`src/design/npcs_pkg.sv`:
```
`default_nettype none

package npcs_pkg;

	// palette geometry
	localparam int PAL_ENTRIES = 256;
	localparam int PAL_AW      = $clog2(PAL_ENTRIES);

	// three squared 8-bit differences: max 3*255^2 fits in 18 bits
	localparam int DIST_W = 18;

	typedef enum logic [1:0] {
		CMD_WRITE = 2'd0,
		CMD_MATCH = 2'd1,
		CMD_READ  = 2'd2,
		CMD_NOP   = 2'd3
	} cmd_t;

	typedef struct packed {
		logic [1:0] command;
		logic [7:0] index;
		logic [7:0] red;
		logic [7:0] green;
		logic [7:0] blue;
	} req_t;

	typedef struct packed {
		logic [7:0] found_index;
		logic [7:0] out_red;
		logic [7:0] out_green;
		logic [7:0] out_blue;
	} rsp_t;

	// microprogram step addresses
	typedef enum logic [2:0] {
		UPC_IDLE    = 3'd0,
		UPC_WR      = 3'd1,
		UPC_RD_ADDR = 3'd2,
		UPC_RD_OUT  = 3'd3,
		UPC_M_SCAN  = 3'd4,
		UPC_M_SQ    = 3'd5,
		UPC_M_CMP   = 3'd6,
		UPC_M_OUT   = 3'd7
	} upc_t;

	typedef enum logic [1:0] {
		COND_NEXT      = 2'd0,
		COND_DISPATCH  = 2'd1,
		COND_SCAN_MORE = 2'd2,
		COND_OUT_BUSY  = 2'd3
	} cond_t;

	// one control word
	typedef struct packed {
		logic  accept;
		logic  mem_wr;
		logic  rd_idx;
		logic  rd_scan;
		logic  scan_clr;
		logic  out_load;
		logic  out_match;
		cond_t cond;
		upc_t  nxt;
		upc_t  alt;
	} uop_t;

	// datapath status back to the sequencer
	typedef struct packed {
		logic scan_more;
		logic out_free;
	} sts_t;

	localparam logic [7:0] LVL8 [8] = '{8'd0, 8'd32, 8'd64, 8'd128,
		8'd160, 8'd192, 8'd224, 8'd255};
	localparam logic [7:0] LVL4 [4] = '{8'd0, 8'd64, 8'd128, 8'd255};

	// 3-3-2 power-up color of an entry: {red, green, blue}
	function automatic logic [23:0] dflt_color(input logic [7:0] i);
		return {LVL8[i[2:0]], LVL8[i[5:3]], LVL4[i[7:6]]};
	endfunction

endpackage

`default_nettype wire

```
`src/design/npcs_useq.sv`:
```
`default_nettype none

module npcs_useq (
	input  wire logic            clk,
	input  wire logic            arst_n,
	input  wire logic            req_valid,
	input  wire logic [1:0]      command,
	input  wire npcs_pkg::sts_t  sts,
	output npcs_pkg::uop_t       uop
);

	npcs_pkg::upc_t upc_q;
	npcs_pkg::upc_t upc_d;

	// control store
	function automatic npcs_pkg::uop_t rom(input npcs_pkg::upc_t pc);
		npcs_pkg::uop_t w;
		w = '0;
		w.cond = npcs_pkg::COND_NEXT;
		w.nxt  = npcs_pkg::UPC_IDLE;
		w.alt  = npcs_pkg::UPC_IDLE;
		case (pc)
			npcs_pkg::UPC_IDLE: begin
				w.accept   = 1'b1;
				w.scan_clr = 1'b1;
				w.cond     = npcs_pkg::COND_DISPATCH;
			end
			npcs_pkg::UPC_WR: begin
				w.mem_wr = 1'b1;
			end
			npcs_pkg::UPC_RD_ADDR: begin
				w.rd_idx = 1'b1;
				w.nxt    = npcs_pkg::UPC_RD_OUT;
			end
			npcs_pkg::UPC_RD_OUT: begin
				w.out_load = 1'b1;
				w.cond     = npcs_pkg::COND_OUT_BUSY;
				w.alt      = npcs_pkg::UPC_RD_OUT;
			end
			npcs_pkg::UPC_M_SCAN: begin
				w.rd_scan = 1'b1;
				w.cond    = npcs_pkg::COND_SCAN_MORE;
				w.nxt     = npcs_pkg::UPC_M_SQ;
				w.alt     = npcs_pkg::UPC_M_SCAN;
			end
			npcs_pkg::UPC_M_SQ: begin
				w.nxt = npcs_pkg::UPC_M_CMP;
			end
			npcs_pkg::UPC_M_CMP: begin
				w.nxt = npcs_pkg::UPC_M_OUT;
			end
			npcs_pkg::UPC_M_OUT: begin
				w.out_load  = 1'b1;
				w.out_match = 1'b1;
				w.cond      = npcs_pkg::COND_OUT_BUSY;
				w.alt       = npcs_pkg::UPC_M_OUT;
			end
			default: begin
				w.nxt = npcs_pkg::UPC_IDLE;
			end
		endcase
		return w;
	endfunction

	always_comb begin
		uop = rom(upc_q);
	end

	always_comb begin
		upc_d = uop.nxt;
		case (uop.cond)
			npcs_pkg::COND_NEXT: begin
				upc_d = uop.nxt;
			end
			npcs_pkg::COND_DISPATCH: begin
				if (req_valid) begin
					case (command)
						npcs_pkg::CMD_WRITE: upc_d = npcs_pkg::UPC_WR;
						npcs_pkg::CMD_MATCH: upc_d = npcs_pkg::UPC_M_SCAN;
						npcs_pkg::CMD_READ:  upc_d = npcs_pkg::UPC_RD_ADDR;
						default:             upc_d = npcs_pkg::UPC_IDLE;
					endcase
				end
			end
			npcs_pkg::COND_SCAN_MORE: begin
				upc_d = sts.scan_more ? uop.alt : uop.nxt;
			end
			npcs_pkg::COND_OUT_BUSY: begin
				upc_d = sts.out_free ? uop.nxt : uop.alt;
			end
			default: begin
				upc_d = uop.nxt;
			end
		endcase
	end

	always_ff @(posedge clk or negedge arst_n) begin
		if (!arst_n) begin
			upc_q <= npcs_pkg::UPC_IDLE;
		end else begin
			upc_q <= upc_d;
		end
	end

endmodule

`default_nettype wire

```
`config.mk`:
```
export PLATFORM = sky130hd
export DESIGN_NAME = npcs_useq
export DESIGN_NICKNAME = d
export VERILOG_FILES = /design/src/design/npcs_pkg.sv /design/src/design/npcs_useq.sv
export SDC_FILE = /design/constraint.sdc
export NUM_CORES = 1
export LEC_CHECK = 0
export BUFFER_PORTS_ARGS = -buffer_cell sky130_fd_sc_hd__buf_4
export CORE_MARGIN = 5
export CORE_UTILIZATION = 25
export DETAILED_ROUTE_END_ITERATION = 10
export PLACE_DENSITY = 0.43
export SYNTH_ARGS = -nofsm -noshare
export SYNTH_HDL_FRONTEND = slang
export SYNTH_SLANG_ARGS = --single-unit
```
`constraint.sdc`:
```
create_clock -name clk -period 2.4 [get_ports clk]
set_clock_uncertainty 0.05 [all_clocks]
set_input_delay 0.12 -clock clk [delete_from_list [all_inputs] [get_ports clk]]
set_output_delay 0.12 -clock clk [all_outputs]
set_load 0.03 [all_outputs]
```
==> flow_summary_export.csv <==
group,metric,value,unit
finish,layout_common_cells,"22 x buf_4, 9 x inv_1, 6 x nand2_1",
worst_hold_path,hold_path_depth,3,
setup_path,crit_path_cell_trace,"ha_1 > inv_1 > a21o_1 > inv_1 > buf_4",
sta,fmax,0.515,GHz
power,finalPower,0.976,mW
cts,path_clk_slew,0.03,ns
routing,antenna_left,0,
finish,area_growth,40.0,%
cts,post_cts_buffers,0,
setup_path,timing.rr.end,"upc_q[0]$_DFF_PN0_",
cts,htreeDepth,1,
global_route,gr-total-overflow,0,
setup_path,slowest_stage,"ha_1",
cts,cts_resized,0,
global_route,grt_pass1_wl,2.42,mm
yosys,avgSynthCellArea,7.38,um2
floorplan,die_w,55.1,um
yosys,yosysTopAreaCell,"dfrtp_1",
sta,finalWorstSetupSlack,0.459,ns
sta,hold_violations,0,
yosys,synth_top_area_share,0.147,
yosys,synth.net_count,81,
setup_path,worstSetupStartpointType,"flip-flop",
setup_path,crit_fanout,17,
routing,vias,572,
power,p_leak,0.375,nW
routing,first_pass_iters,4,
setup_path,r2r_cells,7,
power,powerDensity,1370,mW/mm2
cts,cts_buffers,3,
sta,fin_crit,1.94,ns
sta,min_period_over_period,0.809,
sta,worst_pin_slew,0.538,ns
cts,tritoncts,"built",
setup_path,crit_arrival,1.77,ns
run,cap_violations,0,
worst_hold_path,min_from,"command[0]",
setup_path,required,2.23,ns
cts,clk_latency,0.23,ns
sta,timing.setup.tns,0,ns
yosys,ys_top_cells_by_area,"dfrtp_1 15%, ha_1 12%, inv_1 6.6%",
routing,drc_errors,0,
sta,hold_ws,0.0950,ns
routing,viasPerCell,4.81,
floorplan,die_y,55.1,um
global_route,antenna_found_initial,0,
floorplan,coreArea,0.00194,mm2
floorplan,ios,22,
setup_path,max_stage_delay,0.53,ns
routing,drt_wl_total,1.51,mm
cts,cts_root_buf,"clkbuf_4",
finish,largest_reg_flops,3,
sta,relSlewSlack,0.641,
setup_path,r2r_slack,0.47,ns
finish,top_register,"upc_q",
place,gp_congestion,0.849,
worst_hold_path,hp-class,"input pin to flip-flop",
floorplan,row_count,16,
place,io_buffer_count,21,
finish,antenna_cells,0,
yosys,synthCells,69,
setup_path,critPathKind,"flip-flop to output port",
global_route,gr-usage-all-layers,0.110,
setup_path,r2r_start,"upc_q[0]$_DFF_PN0_",
yosys,yosysWarnings,0,
global_route,grt_pass1_vias,549,
floorplan,start_util,0.262,
yosys,syn_area,509,um2
floorplan,die_area,0.00304,mm2
finish,reg_top3,"upc_q: 3 flops",
yosys,yosysSeqAreaShare,0.147,
routing,wl_per_cell,12.6,um
finish,layout.nets,105,
yosys,synth-seq-cells,3,
outcome,status,"complete, no violations",
sta,final-setup-viol-count,0,
global_route,grt_max_degree,18,
cts,cts_buffer_depth,2,
finish,drive_gt1_frac,0.326,
power,irDropWorstVdd,0.664,mV
place,post-place-ws,0.454,ns
yosys,ys_types,31,
sta,slew_violations,0,
sta,rsz0062_at_grt,"no",
routing,drt_iter0_drc,10,
setup_path,crit_path_end_kind,"output port",
cts,cts.sinks,3,
worst_hold_path,hold_end,"upc_q[2]$_DFF_PN0_",
setup_path,crit_path_frequent_cell,"inv_1",
finish,fillers,234,
finish,final_common_cell,"buf_4",
place,dp_hpwl,1.19,mm
## where the power goes
group | internal (mW) | switching [mW]
Combinational | 0.306 | 0.485
Clock | 0.0621 | 0.0235
Sequential | 0.0714 | 0.0283
## worst max-delay path, delay by kind of cell (launching register included)
kind / cells / cell delay (ns)
buf+inv: 3 / 0.41
flops: 1 / 0.41
fa+ha+maj: 1 / 0.53
compound gates: 1 / 0.19
## area by class of cell
cell class	instances	area [um2]	area share
inverters	9	33.8	0.0474
multi-input cells	53	369	0.518
well taps	27	33.8	0.0474
flip-flops and latches	3	75.1	0.105
repair buffers	23	175	0.246
clock buffers	4	26.3	0.0368
## kinds of logic after synthesis
family / Yosys count / synth area share
flops: 3 / 0.147
simple gates: 25 / 0.285
buf+inv: 13 / 0.128
fa+ha+maj: 5 / 0.123
compound gates: 23 / 0.317
## metrics by stage
step | area, um2 | std cells | utilization
global route | 713 | 119 | 0.367
detailed placement | 677 | 114 | 0.349
floorplan | 509 | 69 | -
global placement | 677 | 114 | 0.349
finish | 713 | 119 | 0.367
CTS | 713 | 119 | 0.367
## worst max path at each step
stage	startpoint	depth (start not counted)	to
floorplan	upc_q[1]$_DFF_PN0_	7	upc_q[2]$_DFF_PN0_
global placement	upc_q[0]$_DFF_PN0_	7	upc_q[0]$_DFF_PN0_
detailed placement	upc_q[1]$_DFF_PN0_	6	upc_q[0]$_DFF_PN0_
CTS	upc_q[1]$_DFF_PN0_	5	uop[6]
global route	upc_q[1]$_DFF_PN0_	7	upc_q[0]$_DFF_PN0_
finish	upc_q[1]$_DFF_PN0_	5	uop[6]
## cell usage after synthesis, drive strengths merged
| cell type | number |
|---|---|
| inv | 9 |
| nand2 | 6 |
| o21ai | 6 |
| ha | 5 |
| nand2b | 5 |
| buf | 4 |
| dfrtp | 3 |
| nor2b | 3 |
| or2 | 3 |
| a21o | 2 |
| a21oi | 2 |
| a22oi | 2 |
| and2 | 2 |
| nor2 | 2 |
| nor3 | 2 |
| o2111ai | 2 |
| o21a | 2 |
| a21boi | 1 |
| a221o | 1 |
| a31oi | 1 |
| nor4 | 1 |
| o211ai | 1 |
| o221ai | 1 |
| o311a | 1 |
| o41ai | 1 |
| or2b | 1 |
## routing by layer
metal | global-route usage | share of wire
met4 | 0.0607 | 0
met2 | 0.183 | 0.48
met5 | 0 | 0
met1 | 0.142 | 0.47
met3 | 0.00536 | 0.052
## repair_timing
item,in CTS,in global routing
hold buffers,1,0
endpoints found under the hold margin,3,0
setup endpoints to repair,0,0
No activity file was read; power rests on OpenSTA's default activity.
